File: src/sv/bqr_pkg.sv
`timescale 1ns / 1ps
// bqr_pkg: shared types and codes of the bounded queue with removal
// depends on nothing; used by the interfaces, bqr_engine and the top level

package bqr_pkg;

  localparam int OP_W   = 2;
  localparam int ST_W   = 2;
  localparam int DATA_W = 32;
  localparam int CNT_W  = 5;
  localparam int CAP_W  = 5;
  localparam int ADDR_W = 3;
  localparam int PDATA_W = 32;

  // operation codes, code 3 is ignored
  localparam logic [OP_W-1:0] OP_ENQUEUE = 2'd0;
  localparam logic [OP_W-1:0] OP_DEQUEUE = 2'd1;
  localparam logic [OP_W-1:0] OP_REMOVE  = 2'd2;

  // status codes
  localparam logic [ST_W-1:0] ST_OK        = 2'd0;
  localparam logic [ST_W-1:0] ST_FULL      = 2'd1;
  localparam logic [ST_W-1:0] ST_EMPTY     = 2'd2;
  localparam logic [ST_W-1:0] ST_NOT_FOUND = 2'd3;

  // register index, taken from paddr[2]
  localparam logic [0:0] REG_CAPACITY = 1'b0;

  localparam logic [CAP_W-1:0] CAPACITY_RESET = 5'd16;

  typedef struct packed {
    logic [OP_W-1:0]   op;
    logic [DATA_W-1:0] value;
  } req_t;

  typedef struct packed {
    logic [ST_W-1:0]   status;
    logic [DATA_W-1:0] value;
    logic [CNT_W-1:0]  count;
  } rsp_t;

  typedef struct packed {
    logic idle;
    logic done;
  } eng_stat_t;

endpackage

File: src/sv/bqr_if.sv
`timescale 1ns / 1ps
// bqr_in_if / bqr_out_if: valid-ready channels of the queue block
// depends on bqr_pkg for field widths

interface bqr_in_if;
  logic                         valid;
  logic                         ready;
  logic [bqr_pkg::OP_W-1:0]     operation;
  logic [bqr_pkg::DATA_W-1:0]   item_value;

  modport source (output valid, output operation, output item_value, input ready);
  modport sink   (input valid, input operation, input item_value, output ready);
endinterface

interface bqr_out_if;
  logic                         valid;
  logic                         ready;
  logic [bqr_pkg::ST_W-1:0]     status;
  logic [bqr_pkg::DATA_W-1:0]   result_value;
  logic [bqr_pkg::CNT_W-1:0]    entry_count;

  modport source (output valid, output status, output result_value, output entry_count,
                  input ready);
  modport sink   (input valid, input status, input result_value, input entry_count,
                  output ready);
endinterface

File: src/sv/bqr_engine.sv
`timescale 1ns / 1ps
// bqr_engine: circular entry memory plus the sequencer for enqueue, dequeue and remove
// depends on bqr_pkg

module bqr_engine #(
  parameter int DEPTH       = 16,
  parameter int VALUE_WIDTH = 32
) (
  input  logic                        clk,
  input  logic                        rst_n,
  input  logic [bqr_pkg::CAP_W-1:0]   capacity,
  input  logic                        req_valid,
  input  bqr_pkg::req_t               req,
  input  logic                        res_take,
  output bqr_pkg::eng_stat_t          stat,
  output bqr_pkg::rsp_t               rsp
);

  localparam int AW  = $clog2(DEPTH);
  localparam int SW  = ((AW > bqr_pkg::CNT_W) ? AW : bqr_pkg::CNT_W) + 1;
  localparam int SVW = (VALUE_WIDTH < bqr_pkg::DATA_W) ? VALUE_WIDTH : bqr_pkg::DATA_W;
  localparam logic [SW-1:0] DEPTH_S = SW'(DEPTH);

  typedef enum logic [2:0] {
    S_IDLE = 3'b001,
    S_WORK = 3'b010,
    S_DONE = 3'b100
  } state_t;

  logic [SVW-1:0] mem [DEPTH];
  logic [SVW-1:0] rdata_r;

  state_t                        state_r, state_nxt;
  logic [AW-1:0]                 head_r, head_nxt;
  logic [bqr_pkg::CNT_W-1:0]     cnt_r, cnt_nxt;
  logic [bqr_pkg::CNT_W-1:0]     iss_r, iss_nxt;
  logic                          pend_r, pend_nxt;
  logic [bqr_pkg::CNT_W-1:0]     pend_off_r, pend_off_nxt;
  logic                          found_r, found_nxt;
  logic [bqr_pkg::OP_W-1:0]      op_r, op_nxt;
  logic [SVW-1:0]                val_r, val_nxt;
  bqr_pkg::rsp_t                 rsp_r, rsp_nxt;

  logic                          mem_we;
  logic [AW-1:0]                 mem_waddr;
  logic [SVW-1:0]                mem_wdata;
  logic                          rd_en;
  logic [AW-1:0]                 rd_addr;
  logic                          full;
  logic                          last;

  // physical slot of a logical offset from the front
  function automatic logic [AW-1:0] wrap_add(input logic [AW-1:0] base,
                                            input logic [bqr_pkg::CNT_W-1:0] off);
    logic [SW-1:0] s;
    s = SW'(base) + SW'(off);
    if (s >= DEPTH_S) s = s - DEPTH_S;
    return s[AW-1:0];
  endfunction

  assign full = (cnt_r >= capacity) || (SW'(cnt_r) >= DEPTH_S);
  assign last = (pend_off_r == (cnt_r - 5'd1));

  always_comb begin
    state_nxt    = state_r;
    head_nxt     = head_r;
    cnt_nxt      = cnt_r;
    iss_nxt      = iss_r;
    pend_nxt     = 1'b0;
    pend_off_nxt = pend_off_r;
    found_nxt    = found_r;
    op_nxt       = op_r;
    val_nxt      = val_r;
    rsp_nxt      = rsp_r;
    mem_we       = 1'b0;
    mem_waddr    = head_r;
    mem_wdata    = val_r;
    rd_en        = 1'b0;
    rd_addr      = head_r;

    unique case (state_r)
      S_IDLE: begin
        if (req_valid) begin
          op_nxt  = req.op;
          val_nxt = req.value[SVW-1:0];
          case (req.op) inside
            bqr_pkg::OP_ENQUEUE: begin
              if (full) begin
                rsp_nxt = '{status: bqr_pkg::ST_FULL, value: '0, count: cnt_r};
              end else begin
                mem_we    = 1'b1;
                mem_waddr = wrap_add(head_r, cnt_r);
                mem_wdata = req.value[SVW-1:0];
                cnt_nxt   = cnt_r + 5'd1;
                rsp_nxt   = '{status: bqr_pkg::ST_OK,
                              value: bqr_pkg::DATA_W'(req.value[SVW-1:0]),
                              count: cnt_r + 5'd1};
              end
              state_nxt = S_DONE;
            end
            bqr_pkg::OP_DEQUEUE, bqr_pkg::OP_REMOVE: begin
              if (cnt_r == '0) begin
                rsp_nxt   = '{status: bqr_pkg::ST_EMPTY, value: '0, count: cnt_r};
                state_nxt = S_DONE;
              end else begin
                // front entry read goes out in the accept cycle
                rd_en        = 1'b1;
                rd_addr      = head_r;
                pend_nxt     = 1'b1;
                pend_off_nxt = '0;
                iss_nxt      = 5'd1;
                found_nxt    = 1'b0;
                state_nxt    = S_WORK;
              end
            end
            default: begin
            end
          endcase
        end
      end

      S_WORK: begin
        // remove streams one read per cycle through the live entries
        if ((op_r == bqr_pkg::OP_REMOVE) && (iss_r < cnt_r)) begin
          rd_en        = 1'b1;
          rd_addr      = wrap_add(head_r, iss_r);
          pend_nxt     = 1'b1;
          pend_off_nxt = iss_r;
          iss_nxt      = iss_r + 5'd1;
        end
        if (pend_r) begin
          if (op_r == bqr_pkg::OP_DEQUEUE) begin
            head_nxt  = wrap_add(head_r, 5'd1);
            cnt_nxt   = cnt_r - 5'd1;
            rsp_nxt   = '{status: bqr_pkg::ST_OK, value: bqr_pkg::DATA_W'(rdata_r),
                          count: cnt_r - 5'd1};
            state_nxt = S_DONE;
          end else if (found_r || (rdata_r == val_r)) begin
            if (found_r) begin
              // close the gap: entry moves one slot toward the front
              mem_we    = 1'b1;
              mem_waddr = wrap_add(head_r, pend_off_r - 5'd1);
              mem_wdata = rdata_r;
            end
            found_nxt = 1'b1;
            if (last) begin
              cnt_nxt   = cnt_r - 5'd1;
              rsp_nxt   = '{status: bqr_pkg::ST_OK, value: bqr_pkg::DATA_W'(val_r),
                            count: cnt_r - 5'd1};
              state_nxt = S_DONE;
            end
          end else if (last) begin
            rsp_nxt   = '{status: bqr_pkg::ST_NOT_FOUND, value: '0, count: cnt_r};
            state_nxt = S_DONE;
          end
        end
      end

      S_DONE: begin
        if (res_take) state_nxt = S_IDLE;
      end

      default: state_nxt = S_IDLE;
    endcase
  end

  always_ff @(posedge clk) begin
    if (mem_we) mem[mem_waddr] <= mem_wdata;
    if (rd_en) rdata_r <= mem[rd_addr];
  end

  always_ff @(posedge clk) begin
    if (!rst_n) begin
      state_r <= S_IDLE;
      head_r  <= '0;
      cnt_r   <= '0;
      pend_r  <= 1'b0;
      found_r <= 1'b0;
    end else begin
      state_r <= state_nxt;
      head_r  <= head_nxt;
      cnt_r   <= cnt_nxt;
      pend_r  <= pend_nxt;
      found_r <= found_nxt;
    end
  end

  always_ff @(posedge clk) begin
    iss_r      <= iss_nxt;
    pend_off_r <= pend_off_nxt;
    op_r       <= op_nxt;
    val_r      <= val_nxt;
    rsp_r      <= rsp_nxt;
  end

  assign stat.idle = (state_r == S_IDLE);
  assign stat.done = (state_r == S_DONE);
  assign rsp       = rsp_r;

endmodule

File: src/sv/bounded_queue_with_removal_top.sv
`timescale 1ns / 1ps
// order, accept to result valid: enqueue, full and empty go straight to the done state; dequeue
//   reads the front entry first; remove reads through the held entries, one memory read per cycle
// intake: one word at a time; the next word is taken once the sequencer is idle,
//   and the result register frees the input side
// reset: synchronous active-low rst_n empties the queue and sets capacity to 16;
//   entry memory is not cleared, no clearing pass

module bounded_queue_with_removal_top #(
  parameter int DEPTH       = 16,
  parameter int VALUE_WIDTH = 32
) (
  input  logic                          clk,
  input  logic                          rst_n,
  bqr_in_if.sink                        in_ch,
  bqr_out_if.source                     out_ch,
  input  logic                          psel,
  input  logic                          penable,
  input  logic                          pwrite,
  input  logic [bqr_pkg::ADDR_W-1:0]    paddr,
  input  logic [bqr_pkg::PDATA_W-1:0]   pwdata,
  output logic [bqr_pkg::PDATA_W-1:0]   prdata,
  output logic                          pready
);

  // configuration register, one word at byte address 0
  logic [bqr_pkg::CAP_W-1:0] capacity_r, capacity_nxt;
  logic                      cfg_wr;

  // result register between the sequencer and the output channel
  logic                      out_valid_r, out_valid_nxt;
  bqr_pkg::rsp_t             out_data_r;

  // sequencer handshake
  logic                      req_valid;
  bqr_pkg::req_t             req;
  logic                      res_take;
  bqr_pkg::eng_stat_t        stat;
  bqr_pkg::rsp_t             rsp;

  // apb: write on the access phase, pready tied high
  assign pready = 1'b1;
  assign cfg_wr = psel && penable && pwrite && pready;

  always_comb begin
    capacity_nxt = capacity_r;
    if (cfg_wr && (paddr[2] == bqr_pkg::REG_CAPACITY)) begin
      capacity_nxt = pwdata[bqr_pkg::CAP_W-1:0];
    end
  end

  // reads of unmapped words return zero
  always_comb begin
    if (paddr[2] == bqr_pkg::REG_CAPACITY) begin
      prdata = bqr_pkg::PDATA_W'(capacity_r);
    end else begin
      prdata = '0;
    end
  end

  // input side: a word enters only while the sequencer is idle,
  // operation code 3 is taken and dropped by the sequencer
  assign in_ch.ready = stat.idle;
  assign req_valid   = in_ch.valid && in_ch.ready;
  assign req.op      = in_ch.operation;
  assign req.value   = in_ch.item_value;

  // move the finished result when the output register is empty or draining
  assign res_take = stat.done && (!out_valid_r || out_ch.ready);

  always_comb begin
    out_valid_nxt = out_valid_r;
    if (out_ch.ready) out_valid_nxt = 1'b0;
    if (res_take)     out_valid_nxt = 1'b1;
  end

  always_ff @(posedge clk) begin
    if (!rst_n) begin
      capacity_r  <= bqr_pkg::CAPACITY_RESET;
      out_valid_r <= 1'b0;
    end else begin
      capacity_r  <= capacity_nxt;
      out_valid_r <= out_valid_nxt;
    end
  end

  always_ff @(posedge clk) begin
    if (res_take) out_data_r <= rsp;
  end

  assign out_ch.valid        = out_valid_r;
  assign out_ch.status       = out_data_r.status;
  assign out_ch.result_value = out_data_r.value;
  assign out_ch.entry_count  = out_data_r.count;

  // memory and sequencer: circular buffer, remove scans and compacts in place
  bqr_engine #(
    .DEPTH       (DEPTH),
    .VALUE_WIDTH (VALUE_WIDTH)
  ) u_engine (
    .clk       (clk),
    .rst_n     (rst_n),
    .capacity  (capacity_r),
    .req_valid (req_valid),
    .req       (req),
    .res_take  (res_take),
    .stat      (stat),
    .rsp       (rsp)
  );

endmodule

File: src/flat_wrapper.sv
// flat-port wrapper written by rule: the top's interface ports become plain ports
module bounded_queue_with_removal_top_flat 
#(
  parameter int DEPTH       = 16,
  parameter int VALUE_WIDTH = 32
)
  (clk, rst_n, psel, penable, pwrite, paddr, pwdata, prdata, pready, in_ch_valid, in_ch_operation, in_ch_item_value, in_ch_ready, out_ch_valid, out_ch_status, out_ch_result_value, out_ch_entry_count, out_ch_ready);
  bqr_in_if in_ch_i ();
  bqr_out_if out_ch_i ();
  input  logic clk;
  input  logic rst_n;
  input  logic psel;
  input  logic penable;
  input  logic pwrite;
  input  logic [bqr_pkg::ADDR_W-1:0] paddr;
  input  logic [bqr_pkg::PDATA_W-1:0] pwdata;
  output logic [bqr_pkg::PDATA_W-1:0] prdata;
  output logic pready;
  input wire logic [$bits(in_ch_i.valid)-1:0] in_ch_valid;
  input wire logic [$bits(in_ch_i.operation)-1:0] in_ch_operation;
  input wire logic [$bits(in_ch_i.item_value)-1:0] in_ch_item_value;
  output wire logic [$bits(in_ch_i.ready)-1:0] in_ch_ready;
  output wire logic [$bits(out_ch_i.valid)-1:0] out_ch_valid;
  output wire logic [$bits(out_ch_i.status)-1:0] out_ch_status;
  output wire logic [$bits(out_ch_i.result_value)-1:0] out_ch_result_value;
  output wire logic [$bits(out_ch_i.entry_count)-1:0] out_ch_entry_count;
  input wire logic [$bits(out_ch_i.ready)-1:0] out_ch_ready;
  assign in_ch_i.valid = in_ch_valid;
  assign in_ch_i.operation = in_ch_operation;
  assign in_ch_i.item_value = in_ch_item_value;
  assign in_ch_ready = in_ch_i.ready;
  assign out_ch_valid = out_ch_i.valid;
  assign out_ch_status = out_ch_i.status;
  assign out_ch_result_value = out_ch_i.result_value;
  assign out_ch_entry_count = out_ch_i.entry_count;
  assign out_ch_i.ready = out_ch_ready;
  bounded_queue_with_removal_top #(.DEPTH(DEPTH), .VALUE_WIDTH(VALUE_WIDTH)) u_core (.clk(clk), .rst_n(rst_n), .in_ch(in_ch_i), .out_ch(out_ch_i), .psel(psel), .penable(penable), .pwrite(pwrite), .paddr(paddr), .pwdata(pwdata), .prdata(prdata), .pready(pready));
endmodule
File: config.mk
export PLATFORM = sky130hd
export DESIGN_NAME = bounded_queue_with_removal_top_flat
export DESIGN_NICKNAME = d
export VERILOG_FILES = /design/src/sv/bqr_pkg.sv /design/src/sv/bqr_if.sv /design/src/sv/bqr_engine.sv /design/src/sv/bounded_queue_with_removal_top.sv /design/src/flat_wrapper.sv
export SDC_FILE = /design/constraint.sdc
export NUM_CORES = 1
export LEC_CHECK = 0
export BUFFER_PORTS_ARGS = -buffer_cell sky130_fd_sc_hd__buf_2
export CAP_MARGIN = 40
export CORE_MARGIN = 2
export CORE_UTILIZATION = 40
export CTS_CLUSTER_DIAMETER = 80
export DETAILED_ROUTE_END_ITERATION = 8
export SETUP_SLACK_MARGIN = 0.4
export SYNTH_ARGS = -nofsm -noshare
export SYNTH_HDL_FRONTEND = slang
export SYNTH_SLANG_ARGS = --single-unit
File: constraint.sdc
create_clock -name clk -period 5.35 [get_ports clk]
set_input_delay 0.2675 -clock clk [delete_from_list [all_inputs] [get_ports clk]]
set_output_delay 0.2675 -clock clk [all_outputs]
set_load 0.1 [all_outputs]
Word level (Yosys, flattened, before mapping)
Memories as Yosys holds them, arrays and structs flattened. A register that Yosys moved wholly into a read port is not among the register bits.
Index checks and enable logic that the tools add are counted.
W data, S select, Z words.

word-level totals
  output and inout port bits = 74
  logic and storage cells = 173
  bits in registers = 142
  memories kept = 1
  bits in writable memories = 512

memories
  name                 depth  width  rd ports  clocked after memory_dff  write ports  RTL line          RTL
  u_core.u_engine.mem  16     32     1         1                         1            bqr_engine.sv:30  logic [SVW-1:0] mem [DEPTH];

cells by class
  $lt $le $gt $ge = 7
  multiplexer cells = 89
  bitwise logic cells = 1
  eq/ne operators = 24
  add/subtract/negate cells = 12
  reduce and logical (&&, ||, !) cells = 22

operators by type and width
  cell                   number
  $mux W39               9
  $mux W32               7
  $mux W5                18
  $pmux W39 S2           1
  $pmux W32 S2           1
  $mux W4                13
  $mux W38               1
  $eq A32 B32 Y1         1
  $pmux W5 S2            3
  $mux W3                8
  $mux W1                23
  $ne A2 B2 Y1 const B   10
  $add A4 B5 Y6          3
  $ge A6 B5 Y1 const B   3
  $sub A4 B1 Y4 const B  4
  $ne A3 B3 Y1 const B   4
  $reduce_and A6 Y1      2
  $add A5 B1 Y5 const B  2
  $ge A5 B5 Y1 const B   2
  $sub A5 B1 Y5 const B  2
  $pmux W3 S3            1
  $pmux W4 S2            1
  $reduce_and A8 Y1      1
  $reduce_and A7 Y1      1
  22 further kinds       34

Logic depth before layout (Yosys ltp)
  word-level depth = 9
  mapped depth = 13

Hierarchy
Synthesis repeated with hierarchy kept, for this count alone.

second synthesis, totals
  cell total of the unflattened synthesis = 2002
  area total of the unflattened synthesis = 28006.9 um2

by module, submodules not included
  module                          seq. area each (um2)  instances  cells each  area each (um2)
  bqr_engine                      19108.3               1          1900        26310.2
  bounded_queue_with_removal_top  1291.2                1          102         1696.6

Least setup slack after synthesis
OpenSTA, ideal clock, no wires.

  kind = register to register
  start point = register u_core.u_engine.state_r[0]
  end point = memory u_core.u_engine.mem[11][0] (netlist name), enable pin
  buffers on the path = 0
  stages on the path, launching flop included = 8
  path slack = -0.321 ns
  arrival time = 5.210 ns
  cell sequence = dfxtp_1 or3b_2 inv_1 nand2_1 clkinv_1 nand2_1 a311o_1 nor3_1

between the ends
  cells in the longest elaborated chain, start to end = 6

ends and longest elaborated chain
  what                           RTL line                              RTL
  from (decl)                    bqr_engine.sv:33                      state_t state_r, state_nxt;
  from (signal assigned)         bqr_engine.sv:180                     state_r <= state_nxt;
  $eq A3 B1 Y1 (*)               bqr_engine.sv:196                     assign stat.idle = (state_r == S_IDLE);
  named net in_ch_ready          flat_wrapper.sv:22                    output wire logic [$bits(in_ch_i.ready)-1:0] in_ch_ready;
  $logic_and A1 B1 Y1            bounded_queue_with_removal_top.sv:64  assign req_valid = in_ch.valid && in_ch.ready;
  $mux W1                        bqr_engine.sv:83                      if (req_valid) begin
  $pmux W1 S2                    bqr_engine.sv:81                      unique case (state_r)
  $mux W1                        bqr_engine.sv:168                     if (mem_we) mem[mem_waddr] <= mem_wdata;
  $mux W1 (not written as such)  bqr_engine.sv:168
  to (decl)                      bqr_engine.sv:30

Mark *: on every way through the listed nets, which the timed path passes. The rest lies on a longest branch.

Worst setup path in the final report
  start point = register u_core.u_engine.cnt_r[2] (netlist name)
  end point = register u_core.u_engine.rdata_r[19] (read register of u_core.u_engine.mem), data pin

between the ends
  cells in the longest elaborated chain, start to end = 6

ends and longest elaborated chain
  what                    RTL line           RTL
  from (decl)             bqr_engine.sv:35   logic [bqr_pkg::CNT_W-1:0] cnt_r, cnt_nxt;
  from (signal assigned)  bqr_engine.sv:182  cnt_r <= cnt_nxt;
  $logic_not A5 Y1        bqr_engine.sv:102  if (cnt_r == '0) begin
  $mux W1                 bqr_engine.sv:102
  $mux W1 (2 in a row)    bqr_engine.sv:86   case (req.op) inside
  $mux W1                 bqr_engine.sv:83
  $pmux W1 S2             bqr_engine.sv:81
  to (decl)               bqr_engine.sv:31   logic [SVW-1:0] rdata_r;

Parallel ways exist; a longest one is shown, timed or not.
A chain may end at the register's enable or synchronous reset.

==> impl_metrics.ini <==
[worst_setup_path]
crit_type = flip-flop to flip-flop
r2r_setup_slack_ns = 0.91
worstSetupStartpoint = u_core.u_engine.cnt_r[2]
cp_max_fo = 121
crit-reg2reg-launch = u_core.u_engine.cnt_r[2]
ff2ff_path_depth = 11
endpoint = u_core.u_engine.rdata_r[19]
critical_path_required_ns = 5.68
end_kind = flip-flop
rr_endpoint = u_core.u_engine.rdata_r[19]
start_kind = flip-flop
arrival_ns = 4.77

[sta]
finalHoldViolCount = 0
max_freq_mhz = 225
post-route-min-period_ns = 4.44
skew_ns = 0.0278
final_max_slew_viol_count = 0
worstMarginPinSlew_ns = 0.886
slew_headroom = 0.408
rsz0062_at_grt = false
setup_viol = 0
post-route-period-util = 0.830

[floorplan]
die_h_um = 269
rows = 97
start_util = 0.403
pin_count = 150
design.core.area_um2 = 69700
die-area_um2 = 72300
fp.dieW_um = 269

[yosys]
synth_top_flop_cell = edfxtp_1
synth-edff-count = 666
syn_inst = 2007
synth-async-reset-ratio = 0
synth_area_leader_cell = edfxtp_1
yosysTopAreaCellShare = 0.713
synth.ff_latch_count = 686
ys_seq_area_frac = 0.727
avgSynthCellArea_um2 = 14.0
yosysUniqueCellTypes = 60
yosysWarnings = 0
synth_area_leaders = edfxtp_1, a21oi_1, nand2_1
syn-cell-area_um2 = 28000

[placed_design]
io_buffers = 92
gp_congestion = 0.877
placed_area_um2 = 29800
dpl.hpwl_um = 41000

[finish]
fin_area_um2 = 32400
fin_nets = 2247
num_antenna_cells = 0
area_delta_synth_final_pct = 15.4
drive_gt1_frac = 0.131
final_util = 0.464

[pwr]
power.density_nw_per_um2 = 378
power.internal_mw = 9.27
p_comb_frac = 0.090
peakVddDrop_uv = 240
switching_share = 0.242
p_sw_mw = 2.97
p_leak_nw = 10.6
seq_power_share = 0.530
power_frac_clock = 0.380

[detailed_routing]
dr.max_layer_used = met4
via_per_inst = 5.76
route.vias.total = 18100
drt-wirelength-per-cell_um = 23.6
drc = 0
first_pass_iters = 8
wl_met3_um = 5610
antenna_left = 0
dr.first_iter.drc_count = 1963
wirelength_met1_um = 30300
wl_met2_um = 36200
wirelength_um = 74000

[global_routing]
grt.overflow.total = 0
grt_max_degree = 122
grt_pass1_vias = 17400
track_usage = 0.203
antenna_found_initial = 0
grt_pass1_wl_um = 108000

[clock_network]
path_clk_slew_ns = 0.06
cts-root-buf = clkbuf_16
cts_tree = yes
cts_sinks = 686
htree_num_levels = 3
cts_made_buffers = 69
clk_path_buf_depth = 3
clk_latency_ns = 0.61

[status]
outcome = finished clean

[hold_path]
hold_class = primary input to flip-flop

[flow_run]
drv_cap = 0
[cell usage after synthesis (all sizes together), types with 2 or more instances]
library cell	count
nor3	22
o22a	2
o22ai	3
nand3	11
buf	95
and3	3
a31oi	4
nand2	344
or4	34
a22oi	35
o21a	3
a21oi	277
a41o	2
inv	60
fa	3
ha	25
nor4	3
xor2	5
conb	2
nand2b	6
or2	2
clkbuf	60
xnor2	55
nor2	29
dfxtp	20
nand4	9
o211ai	3
edfxtp	666
a2bb2oi	2
or3b	3
a211oi	3
o31ai	4
a222oi	32
nor4b	2
nor2b	2
o21ai	13
mux2i	8
and2	4
a21o	5
mux2	3
a221oi	128
[through the flow]
step,hold WS (ns),worst slack (ns),std cells,power (mW),TNS [ns]
6_report,0.0332,0.912,3136,12.2,0
5_1_grt,0.0696,0.726,3136,12.6,0
4_1_cts,0.00781,0.985,3136,12.3,0
3_5_place_dp,0.405,0.983,2970,7.67,0
3_3_place_gp,0.402,1.02,2961,7.61,0
2_1_floorplan,0.329,-0.321,2033,7.30,-122.92
[state kept, by name, summed over array words and instances (netlist names)]
signal and cells:
u_core.u_engine.pend_off_r 5, u_core.u_engine.iss_r 5, u_core.u_engine.rsp 39, u_core.u_engine.val_r 32, u_core.out_ch.entry_count 5, u_core.out_ch.result_value 32
u_core.u_engine.mem 512, u_core.u_engine.cnt_r 5, u_core.out_ch.status 2, u_core.out_ch.valid 1, u_core.capacity_r 5, u_core.u_engine.rdata_r 32
u_core.u_engine.pend_r 1, u_core.u_engine.head_r 4, u_core.u_engine.op_r 2, u_core.u_engine.found_r 1, u_core.u_engine.state_r 3
[metal layers]
| layer | up-vias | track usage |
|---|---|---|
| li1 | 7946 | - |
| met3 | 134 | 0.0306 |
| met5 | - | 0 |
| met2 | 849 | 0.341 |
| met4 | 0 | 0.0706 |
| met1 | 9121 | 0.269 |
[cells by family after synthesis]
kind of cell | Yosys count | share of synthesized area
buf+inv | 216 | 0.0375
compound gates | 527 | 0.125
other cells | 2 | 0.000268
fa+ha+maj | 28 | 0.0133
xor+xnor | 60 | 0.0187
simple gates | 477 | 0.0737
mux | 11 | 0.00406
flops | 686 | 0.727
[placed cells by master (no fill, tap or decap), drive strengths merged, types with 20 or more instances in the layout]
master	Yosys	final
edfxtp	666	666
nand2	344	344
a21oi	277	277
buf	95	152
a221oi	128	128
clkbuf	60	83
inv	60	61
xnor2	55	55
dlygate4sd3	0	42
a22oi	35	35
or4	34	34
a222oi	32	32
clkinv	1	32
nor2	29	29
conb	2	28
ha	25	25
nor3	22	22
dfxtp	20	20
[area by class of cell]
cell class / count / area, um2
Clock inverter: 41 / 358
Clock buffer: 83 / 1800
Tap cell: 940 / 1180
Multi-Input combinational cell: 1131 / 6930
Timing Repair Buffer: 194 / 1460
Inverter: 61 / 229
Fill cell: 6073 / 37300
Sequential cell: 686 / 20400
[what timing repair did]
action,in CTS,in global routing
setup buffers,0,0
gates resized for setup,0,0
hold endpoints to repair,52,0
hold buffers,42,0
[power by group through the flow]
stage                     logic, mW  registers, mW  clock network [mW]
final                          1.10           6.49                4.65
after global routing           1.18           6.51                4.93
after CTS                      1.09           6.49                4.73
after floorplan               0.612           6.69                   0
after global placement         1.02           6.59                   0
after detailed placement       1.07           6.60                   0
[critical path, stage by stage, from the launching register on]
cell and delay, ns:
dfxtp_1 0.57, inv_1 0.22, ha_1 0.36, a21o_1 0.16, a31oi_1 0.27, o21a_1 0.50, mux2_8 0.53, buf_16 0.30
buf_4 0.35, nand2_1 0.11, a221oi_1 0.07, or4_1 0.63
[worst min-delay path by stage]
stage / start / slack (ns) / endpoint / cells after the start
finish: in_ch_valid / 0.03 / u_core.u_engine.state_r[0] / 4
global route: in_ch_valid / 0.07 / u_core.u_engine.state_r[0] / 4
CTS: in_ch_valid / 0.008 / u_core.u_engine.state_r[0] / 4
detailed placement: u_core.u_engine.rsp[23] / 0.40 / u_core.out_ch.result_value[18] / 0
global placement: u_core.u_engine.rsp[6] / 0.40 / u_core.out_ch.result_value[1] / 0
floorplan: rst_n / 0.33 / u_core.capacity_r[4] / 1
No activity file was read; power rests on OpenSTA's default activity.
